### config.mk
export PLATFORM = sky130hd
export DESIGN_NAME = cascade_pairwise_summation
export DESIGN_NICKNAME = d
export VERILOG_FILES = /design/src/sv/cps_pkg.sv /design/src/sv/cascade_pairwise_summation.sv /design/src/sv/cps_fadd.sv
export VERILOG_INCLUDE_DIRS = /design/src /design/src/sv
export SDC_FILE = /design/constraint.sdc
export NUM_CORES = 2
export LEC_CHECK = 0
export BUFFER_PORTS_ARGS = -buffer_cell sky130_fd_sc_hd__buf_2
export CAP_MARGIN = 25
export CORE_MARGIN = 4
export CORE_UTILIZATION = 50
export CTS_BUF_LIST = sky130_fd_sc_hd__clkbuf_4
export DETAILED_ROUTE_END_ITERATION = 12
export GPL_TIMING_DRIVEN = 0
export PLACE_DENSITY = 0.65
export SETUP_SLACK_MARGIN = 0.05
export SYNTH_ARGS = -nofsm -noshare
export SYNTH_HDL_FRONTEND = slang
export SYNTH_SLANG_ARGS = --single-unit
### constraint.sdc
create_clock -name i_clk -period 9.7 [get_ports i_clk]
set_clock_uncertainty 0.1 [all_clocks]
set_input_delay 0.97 -clock i_clk [delete_from_list [all_inputs] [get_ports i_clk]]
set_output_delay 0.97 -clock i_clk [all_outputs]
set_load 0.05 [all_outputs]
### src/sv/cascade_pairwise_summation_defines.svh
// assertion macros for the cascade summation block
`ifndef CASCADE_PAIRWISE_SUMMATION_DEFINES_SVH
`define CASCADE_PAIRWISE_SUMMATION_DEFINES_SVH
`ifndef NO_ASSERTIONS
`define CPS_ASSERT_IMP(label, clk, rst_n, ante, cons) \
    label: assert property (@(posedge clk) disable iff (!rst_n) (ante) |-> (cons)) \
        else $error("assertion failed");
`define CPS_ASSERT_NEXT(label, clk, rst_n, ante, cons) \
    label: assert property (@(posedge clk) disable iff (!rst_n) (ante) |=> (cons)) \
        else $error("assertion failed");
`else
`define CPS_ASSERT_IMP(label, clk, rst_n, ante, cons)
`define CPS_ASSERT_NEXT(label, clk, rst_n, ante, cons)
`endif
`endif

### src/sv/cps_pkg.sv
package cps_pkg;
    localparam int unsigned DefLevels = 32;

    typedef enum logic [1:0] {
        OP_ADD   = 2'd0,
        OP_QUERY = 2'd1,
        OP_CLEAR = 2'd2,
        OP_NONE  = 2'd3
    } t_op;

    typedef enum logic [2:0] {
        ST_IDLE,
        ST_WALK,
        ST_WAIT,
        ST_SUM,
        ST_SWAIT,
        ST_CLEAR,
        ST_OUT
    } t_state;

    function automatic logic is_zero(input logic [63:0] v);
        return v[62:0] == 63'd0;
    endfunction
endpackage

### src/sv/cascade_pairwise_summation.sv
// Cascade summation of IEEE doubles. One request at a time: an add walks the
// ladder of partial sums from level 0, folding each occupied level into the
// carry through one shared four-stage double adder, a query accumulates every
// level through the same adder, and a clear sweeps the ladder one level a
// cycle. After reset the same sweep runs, so the first request is taken only
// once it has finished. The adder latency and the serial carry dependence set
// how long a request takes. The query result sits in an output register until
// taken; new requests are accepted meanwhile, and only a following query waits
// for that register to drain.
`include "cascade_pairwise_summation_defines.svh"
module cascade_pairwise_summation #(
    parameter int unsigned LEVELS = cps_pkg::DefLevels
) (
    input  logic        i_clk,
    input  logic        i_rst_n,
    input  logic        s_axis_tvalid,
    output logic        s_axis_tready,
    input  logic [63:0] s_axis_tdata,   // summand[63:0]
    input  logic [1:0]  s_axis_tuser,   // op[1:0]
    output logic        m_axis_tvalid,
    input  logic        m_axis_tready,
    output logic [63:0] m_axis_tdata,   // total[63:0]
    output logic        m_axis_tuser    // overflowed
);
    import cps_pkg::*;
    localparam int IW = $clog2(LEVELS);

    // partial sum ladder in a memory with one write port and one registered read port
    logic [63:0] r_mem [LEVELS];
    logic [63:0] r_rd;
    t_state      r_state, n_state;
    logic [IW-1:0] r_idx, n_idx;
    logic [63:0] r_acc, n_acc;
    logic        r_ovf, n_ovf;
    logic        r_ovalid, n_ovalid;
    logic [63:0] r_otot, n_otot;
    logic        r_oovf, n_oovf;
    logic        r_rdok, n_rdok;
    logic        we;
    logic [IW-1:0] waddr;
    logic [63:0] wdata;
    logic        add_go;
    logic [63:0] add_b;
    logic        add_done;
    logic [63:0] add_sum;
    logic        top;

    cps_fadd u_add (
        .i_clk  (i_clk),
        .i_rst_n(i_rst_n),
        .i_start(add_go),
        .i_a    (r_acc),
        .i_b    (add_b),
        .o_done (add_done),
        .o_sum  (add_sum)
    );

    always_ff @(posedge i_clk) begin
        if (we) r_mem[waddr] <= wdata;
        r_rd <= r_mem[n_idx];
    end

    always_ff @(posedge i_clk) begin
        if (!i_rst_n) begin
            r_state  <= ST_CLEAR;
            r_idx    <= '0;
            r_ovf    <= 1'b0;
            r_ovalid <= 1'b0;
            r_rdok   <= 1'b0;
        end else begin
            r_state  <= n_state;
            r_idx    <= n_idx;
            r_ovf    <= n_ovf;
            r_ovalid <= n_ovalid;
            r_rdok   <= n_rdok;
        end
        r_acc  <= n_acc;
        r_otot <= n_otot;
        r_oovf <= n_oovf;
    end

    assign top = (r_idx == IW'(LEVELS - 1));
    assign add_b = r_rd;

    always_comb begin
        n_state  = r_state;
        n_idx    = r_idx;
        n_acc    = r_acc;
        n_ovf    = r_ovf;
        n_ovalid = r_ovalid;
        n_otot   = r_otot;
        n_oovf   = r_oovf;
        n_rdok   = 1'b0;
        we       = 1'b0;
        waddr    = r_idx;
        wdata    = 64'd0;
        add_go   = 1'b0;
        s_axis_tready = 1'b0;
        if (m_axis_tready) n_ovalid = 1'b0;
        unique case (r_state)
            ST_IDLE: begin
                s_axis_tready = 1'b1;
                n_idx = '0;
                if (s_axis_tvalid) begin
                    n_rdok = 1'b1;
                    unique case (t_op'(s_axis_tuser))
                        OP_ADD: begin
                            n_acc = s_axis_tdata;
                            n_state = ST_WALK;
                        end
                        OP_QUERY: begin
                            n_acc = 64'd0;
                            n_state = ST_SUM;
                        end
                        OP_CLEAR: n_state = ST_CLEAR;
                        default:  n_state = ST_IDLE;
                    endcase
                end
            end
            ST_WALK: begin
                // r_rd holds level r_idx
                if (!r_rdok) begin
                    n_rdok = 1'b1;
                end else if (top) begin
                    add_go = 1'b1;
                    n_ovf = 1'b1;
                    n_state = ST_WAIT;
                end else if (is_zero(r_rd)) begin
                    we = 1'b1;
                    wdata = r_acc;
                    n_state = ST_IDLE;
                end else begin
                    add_go = 1'b1;
                    we = 1'b1;
                    n_state = ST_WAIT;
                end
            end
            ST_WAIT: begin
                if (add_done) begin
                    n_acc = add_sum;
                    if (top) begin
                        we = 1'b1;
                        wdata = add_sum;
                        n_state = ST_IDLE;
                    end else begin
                        n_idx = r_idx + 1'b1;
                        n_state = ST_WALK;
                    end
                end
            end
            ST_SUM: begin
                if (!r_rdok) begin
                    n_rdok = 1'b1;
                end else begin
                    add_go = 1'b1;
                    n_state = ST_SWAIT;
                end
            end
            ST_SWAIT: begin
                if (add_done) begin
                    n_acc = add_sum;
                    if (top) begin
                        n_state = ST_OUT;
                    end else begin
                        n_idx = r_idx + 1'b1;
                        n_state = ST_SUM;
                    end
                end
            end
            ST_CLEAR: begin
                we = 1'b1;
                if (top) begin
                    n_state = ST_IDLE;
                end else begin
                    n_idx = r_idx + 1'b1;
                end
            end
            ST_OUT: begin
                // hand the total over once the output register is free
                if (!r_ovalid || m_axis_tready) begin
                    n_otot = r_acc;
                    n_oovf = r_ovf;
                    n_ovalid = 1'b1;
                    n_state = ST_IDLE;
                end
            end
            default: n_state = ST_IDLE;
        endcase
    end

    assign m_axis_tvalid = r_ovalid;
    assign m_axis_tdata  = r_otot;
    assign m_axis_tuser  = r_oovf;

    `CPS_ASSERT_IMP(a_busy_not_ready, i_clk, i_rst_n, r_state != ST_IDLE, !s_axis_tready)
    `CPS_ASSERT_NEXT(a_ovf_sticky, i_clk, i_rst_n, r_ovf, r_ovf)
    `CPS_ASSERT_IMP(a_idx_range, i_clk, i_rst_n, 1'b1, r_idx <= IW'(LEVELS - 1))
    `CPS_ASSERT_IMP(a_done_in_wait, i_clk, i_rst_n, add_done,
        r_state == ST_WAIT || r_state == ST_SWAIT)
endmodule

### src/sv/cps_fadd.sv
module cps_fadd (
    input  logic        i_clk,
    input  logic        i_rst_n,
    input  logic        i_start,
    input  logic [63:0] i_a,
    input  logic [63:0] i_b,
    output logic        o_done,
    output logic [63:0] o_sum
);
    import cps_pkg::*;

    // stage 1: specials, swap, align
    logic        r_v1, r_v2, r_v3;
    logic        r_sp1, r_sp2, r_sp3;
    logic [63:0] r_spv1, r_spv2, r_spv3;
    logic        r_sa1, r_sb1;
    logic [10:0] r_e1;
    logic [55:0] r_ma1, r_mb1;
    logic        r_sub1;
    logic        r_sgn2;
    logic [10:0] r_e2;
    logic [56:0] r_m2;
    logic        r_sgn3;
    logic [11:0] r_e3;
    logic [55:0] r_m3;
    logic        r_zero3;
    logic [63:0] r_res;
    logic        r_v4;

    logic [10:0] ea, eb, eax, ebx, sh;
    logic [52:0] fa, fb;
    logic        swp, a_nan, b_nan, a_inf, b_inf;
    logic [63:0] x, y;
    logic [55:0] mx, my, myal;
    logic [11:0] dexp;
    logic        stick;
    logic [63:0] spval;
    logic        spc;

    always_comb begin
        ea = i_a[62:52];
        eb = i_b[62:52];
        swp = {ea, i_a[51:0]} < {eb, i_b[51:0]};
        x = swp ? i_b : i_a;
        y = swp ? i_a : i_b;
        eax = (x[62:52] == 11'd0) ? 11'd1 : x[62:52];
        ebx = (y[62:52] == 11'd0) ? 11'd1 : y[62:52];
        fa = {x[62:52] != 11'd0, x[51:0]};
        fb = {y[62:52] != 11'd0, y[51:0]};
        mx = {fa, 3'b000};
        my = {fb, 3'b000};
        dexp = {1'b0, eax} - {1'b0, ebx};
        sh = (dexp > 12'd56) ? 11'd56 : dexp[10:0];
        myal = my >> sh;
        stick = (my & ((56'd1 << sh) - 56'd1)) != 56'd0;
        a_nan = (ea == 11'h7ff) && (i_a[51:0] != 52'd0);
        b_nan = (eb == 11'h7ff) && (i_b[51:0] != 52'd0);
        a_inf = (ea == 11'h7ff) && (i_a[51:0] == 52'd0);
        b_inf = (eb == 11'h7ff) && (i_b[51:0] == 52'd0);
        spc = 1'b1;
        // a nan operand passes through quieted, the first operand winning
        if (a_nan) begin
            spval = {i_a[63:52], 1'b1, i_a[50:0]};
        end else if (b_nan) begin
            spval = {i_b[63:52], 1'b1, i_b[50:0]};
        end else if (a_inf && b_inf && (i_a[63] != i_b[63])) begin
            // opposite infinities give the default nan
            spval = 64'hfff8_0000_0000_0000;
        end else if (a_inf) begin
            spval = i_a;
        end else if (b_inf) begin
            spval = i_b;
        end else begin
            spc = 1'b0;
            spval = 64'd0;
        end
    end

    always_ff @(posedge i_clk) begin
        if (!i_rst_n) begin
            r_v1 <= 1'b0; r_v2 <= 1'b0; r_v3 <= 1'b0; r_v4 <= 1'b0;
        end else begin
            r_v1 <= i_start; r_v2 <= r_v1; r_v3 <= r_v2; r_v4 <= r_v3;
        end
    end

    logic [56:0] msum;
    logic [5:0]  lz;
    logic [56:0] mnorm;
    logic [12:0] enorm;
    logic        fz;

    always_comb begin
        msum = r_sub1 ? ({1'b0, r_ma1} - {1'b0, r_mb1}) : ({1'b0, r_ma1} + {1'b0, r_mb1});
    end

    always_comb begin
        lz = 6'd0;
        fz = (r_m2 == 57'd0);
        for (int k = 0; k < 57; k++) begin
            if (r_m2[k]) lz = 6'(56 - k);
        end
    end

    // normalize: value = m2 * 2^(e2-55) ; target bit 55 leading
    logic [56:0] mshift;
    logic [12:0] eadj;
    logic        sticky2;
    always_comb begin
        sticky2 = 1'b0;
        if (r_m2[56]) begin
            mshift = r_m2 >> 1;
            sticky2 = r_m2[0];
            eadj = {2'b00, r_e2} + 13'd1;
        end else begin
            if ({7'd0, lz} - 13'd1 >= {2'b00, r_e2}) begin
                mshift = r_m2 << (r_e2 - 11'd1);
                eadj = 13'd0;
            end else begin
                mshift = r_m2 << (lz - 6'd1);
                eadj = {2'b00, r_e2} - {7'd0, lz} + 13'd1;
            end
        end
        mnorm = mshift;
        enorm = eadj;
    end

    logic [52:0] rm;
    logic        rup;
    logic [53:0] rsum;
    logic [11:0] rexp;
    always_comb begin
        rm = r_m3[55:3];
        rup = r_m3[2] && (r_m3[1] || r_m3[0] || r_m3[3]);
        rsum = {1'b0, rm} + {53'd0, rup};
        rexp = r_e3;
        if (rsum[53]) begin
            rexp = r_e3 + 12'd1;
        end else if (r_e3 == 12'd0 && rsum[52]) begin
            rexp = 12'd1;
        end
    end

    always_ff @(posedge i_clk) begin
        r_sp1 <= spc; r_spv1 <= spval;
        r_sa1 <= x[63]; r_sb1 <= y[63];
        r_e1 <= eax;
        r_ma1 <= mx;
        r_mb1 <= {myal[55:1], myal[0] | stick};
        r_sub1 <= x[63] ^ y[63];
        // stage 2
        r_sp2 <= r_sp1; r_spv2 <= r_spv1;
        r_m2 <= msum;
        r_e2 <= r_e1;
        r_sgn2 <= (msum == 57'd0) ? (r_sa1 & r_sb1) : r_sa1;
        // stage 3
        r_sp3 <= r_sp2; r_spv3 <= r_spv2;
        r_sgn3 <= r_sgn2;
        r_zero3 <= fz;
        r_e3 <= enorm[11:0];
        r_m3 <= {mnorm[55:1], mnorm[0] | sticky2};
        // stage 4
        if (r_sp3) begin
            r_res <= r_spv3;
        end else if (r_zero3) begin
            r_res <= {r_sgn3, 63'd0};
        end else if (rexp >= 12'h7ff) begin
            r_res <= {r_sgn3, 11'h7ff, 52'd0};
        end else if (rsum[53]) begin
            r_res <= {r_sgn3, rexp[10:0], rsum[52:1]};
        end else begin
            r_res <= {r_sgn3, rexp[10:0], rsum[51:0]};
        end
    end

    assign o_done = r_v4;
    assign o_sum  = r_res;
endmodule

==> run metrics <==
relative slew slack=15.3%; HP Class=in -> reg; share of post-route cells with drive strength above 1=15.8%; Setup violations, final=22; Worst Reg-to-Reg Cells=35; final wirelength=563000 µm; CTS max path bufs=4; EDFF count, synth=2177; Max Clock Freq=101 MHz; CP Depth=35; CP required=10.94 ns; post-route ant nets=0; register area share after synthesis=62.3%; WL per Instance=35.9 µm; die height=507 µm; first-pass GRT wire length=769000 µm; Synth area leaders=edfxtp_1 53%, dfxtp_1 9.7%, nand2_1 4.8%; total gr overflow=0; CTS root buf=clkbuf_4; most common cell in the netlist=edfxtp_1; FF+latch count, synth=2777; largest net degree at the start of global routing=37; CP max FO=10; # IOs=137; worst hold margin=0.135 ns; dominant synthesized flop cell=edfxtp_1; failing checks=setup timing; die area=257000 µm²; min cycle time layout=9.88 ns; Layout Nets=12100; Setup crit end kind=register; clk_lat worst skew=1.57 ns; clock sink count=2777; synthesized cell area=124000 µm²; status=finished, violations left; Worst-path clk slew=0.06 ns; Gate Count Post-Synth=10600; placed cells=14300; asr flop ratio synth=0%; Cell Rows=182; drt drc=0; gpl congestion=1.10; core area=247000 µm²; Reg2Reg Launch Point=add_b[50]; setup slack, reg-to-reg=-0.18 ns; Initial Util=50.4%; routed vias/inst=6.58; Synth top area share=52.6%; FILL cells=19900; CP bufs+invs=10; Top delay family on crit path=compound AO/OA/AOI/OAI gates; worst reg2reg endpoint=u_add.r_mb1[1]; critical path arrival=11.12 ns; crit path from=add_b[50]; initial detailed-routing violation count=13800; vias in the first global route=100000; Syn Nets=10900; Cells on Worst Hold Path=3; Yosys cell types=104; detailed placement HPWL=416000 µm; TritonCTS Buffers=694; final core occ=58.7%; synthesis-to-layout area growth=16.4%; Worst Setup Start Kind=register; dominant cell type by area after synthesis=edfxtp_1; CTS tree=yes; Post-synth top cells=2177 x edfxtp_1, 1575 x nand2_1, 784 x a211oi_1, 670 x clkbuf_1, 600 x dfxtp_1; Die X=507 µm; Final Cycle Share=102%; count of input and output buffers=136; Slew @ Worst Pin=1.26 ns; Pins Over Slew Limit=0; antenna violations before repair=70; yosys warns=0; DR pass1 iterations=9; Slowest cell on crit path=a211oi_4; Finished Layout Cells=15700; CP max stage delay=0.90 ns; Avg Inst Size Synth=11.7 µm²; Max H-tree Level=6; Fin. Hold Viols=0; Global Route Usage Sum=42.7%; Critical Path End=u_add.r_mb1[1]; PnR worst setup slack=-0.181 ns; MaxCap Viol Count=0; via count=103000; Setup CP Type=reg -> reg
-- registers in the layout, indices dropped and copies added, names as in the netlist, 3 cells and up --
signal,flops
u_add.r_e1,11
u_add.r_m3,56
u_add.r_m2,57
u_add.r_ma1,53
m_axis_tdata,64
r_state,3
u_add.r_spv3,64
add_b,64
u_add.r_e2,11
r_idx,5
u_add.r_e3,12
r_acc,64
u_add.r_spv2,64
u_add.r_mb1,56
r_mem,2048
u_add.r_spv1,64
u_add.o_sum,64
-- cell usage in the layout (no fill, tap or decap), drive strengths merged, types with 23 or more instances in the layout --
cell type    netlist  layout
nand4             64      64
o211ai            62      62
or4               33      33
mux2              37      37
xnor2             86      86
clkinv             0     141
buf              105     526
nor4              78      78
a22oi             44      44
edfxtp          2177    2177
nand2b            31      31
mux2i            202     202
or3               32      32
o31ai             32      32
o21a              29      29
xor2              51      51
diode              0      53
nor3             134     134
clkbuf           670    1672
nand2           1575    1575
a21o             126     126
and2             549     549
a221oi            23      23
nor2             354     354
and3              34      34
a311oi           271     271
o221ai            30      30
a31oi            306     306
o21ai            413     413
dlygate4sd3        0      68
o22ai             41      41
inv              248     260
nor2b             32      32
a22o             163     163
dfxtp            600     600
ha               228     228
a211oi           785     785
nand3            172     172
a21oi            500     500
-- cells by family (layout without fill, tap and decap cells) --
kind of cell | after synthesis | in the layout | share of synthesized area, %
AND/OR/NAND/NOR | 3158 | 3158 | 11.9
AO/OA/AOI/OAI | 3076 | 3076 | 17.3
flip-flops | 2777 | 2777 | 62.3
buffers and inverters | 1023 | 2691 | 3.20
multiplexers | 244 | 244 | 2.05
adder cells (fa/ha/maj) | 231 | 231 | 2.34
XOR/XNOR | 137 | 137 | 0.965
other | 0 | 53 | 0
-- metrics by stage --
step	setup WS, ns	area, µm²	TNS [ns]
finish	-0.181	145000	-1.88
global route	-0.0620	145000	-0.155
CTS	0.0226	143000	0
detailed placement	-5.38	133000	-255.06
global placement	-7.16	129000	-358.90
floorplan	1.55	124000	0
-- worst min-delay path by stage --
stage	startpoint	endpoint
after floorplan	u_add.r_e1[0]	u_add.r_e2[0]
after global placement	u_add.r_spv1[53]	u_add.r_spv2[53]
after detailed placement	u_add.r_e1[9]	u_add.r_e2[9]
after CTS	s_axis_tdata[37]	r_acc[37]
after global routing	s_axis_tdata[37]	r_acc[37]
final	s_axis_tdata[37]	r_acc[37]
-- final cells by class --
| type | instances | area, µm² | share of cell area, % |
|---|---|---|---|
| diodes | 53 | 133 | 0.0917 |
| plain buffers | 771 | 3310 | 2.29 |
| clock buffers | 1007 | 7560 | 5.22 |
| clock inverters | 177 | 1110 | 0.770 |
| inverters | 248 | 950 | 0.656 |
| multi-input cells | 6846 | 44100 | 30.5 |
| flip-flops and latches | 2777 | 77400 | 53.5 |
| well taps | 3312 | 4140 | 2.86 |
| repair buffers | 488 | 5890 | 4.07 |
-- routing by layer --
layer	wire length, µm	up-vias	global-route usage, %	share of wire [%]
met2	255000	7475	67.3	45
li1	-	43200	-	-
met4	53100	40	33.2	9.4
met3	61700	2026	12.6	11
met1	193000	50400	49.0	34
met5	360	-	0.241	0.064
-- worst register-to-register path, delay by kind of cell (launching register included) --
| kind | cells | cell delay (ns) |
|---|---|---|
| compound gates | 12 | 4.42 |
| simple gates | 10 | 2.10 |
| buf+inv | 10 | 1.99 |
| fa+ha+maj | 3 | 0.71 |
| flops | 1 | 0.46 |
-- repair_timing --
action                                  4_1_cts  5_1_grt
buffers inserted                             50       33
endpoints found under the setup margin       56       51
hold buffers                                 68        0
pin swaps                                    24       25
hold endpoints to repair                     77        0
gates resized for setup                     242      104
Power is left out: the tool's default activity adds up to more than one toggle a clock period on the data nets, which glitch-free logic cannot reach.
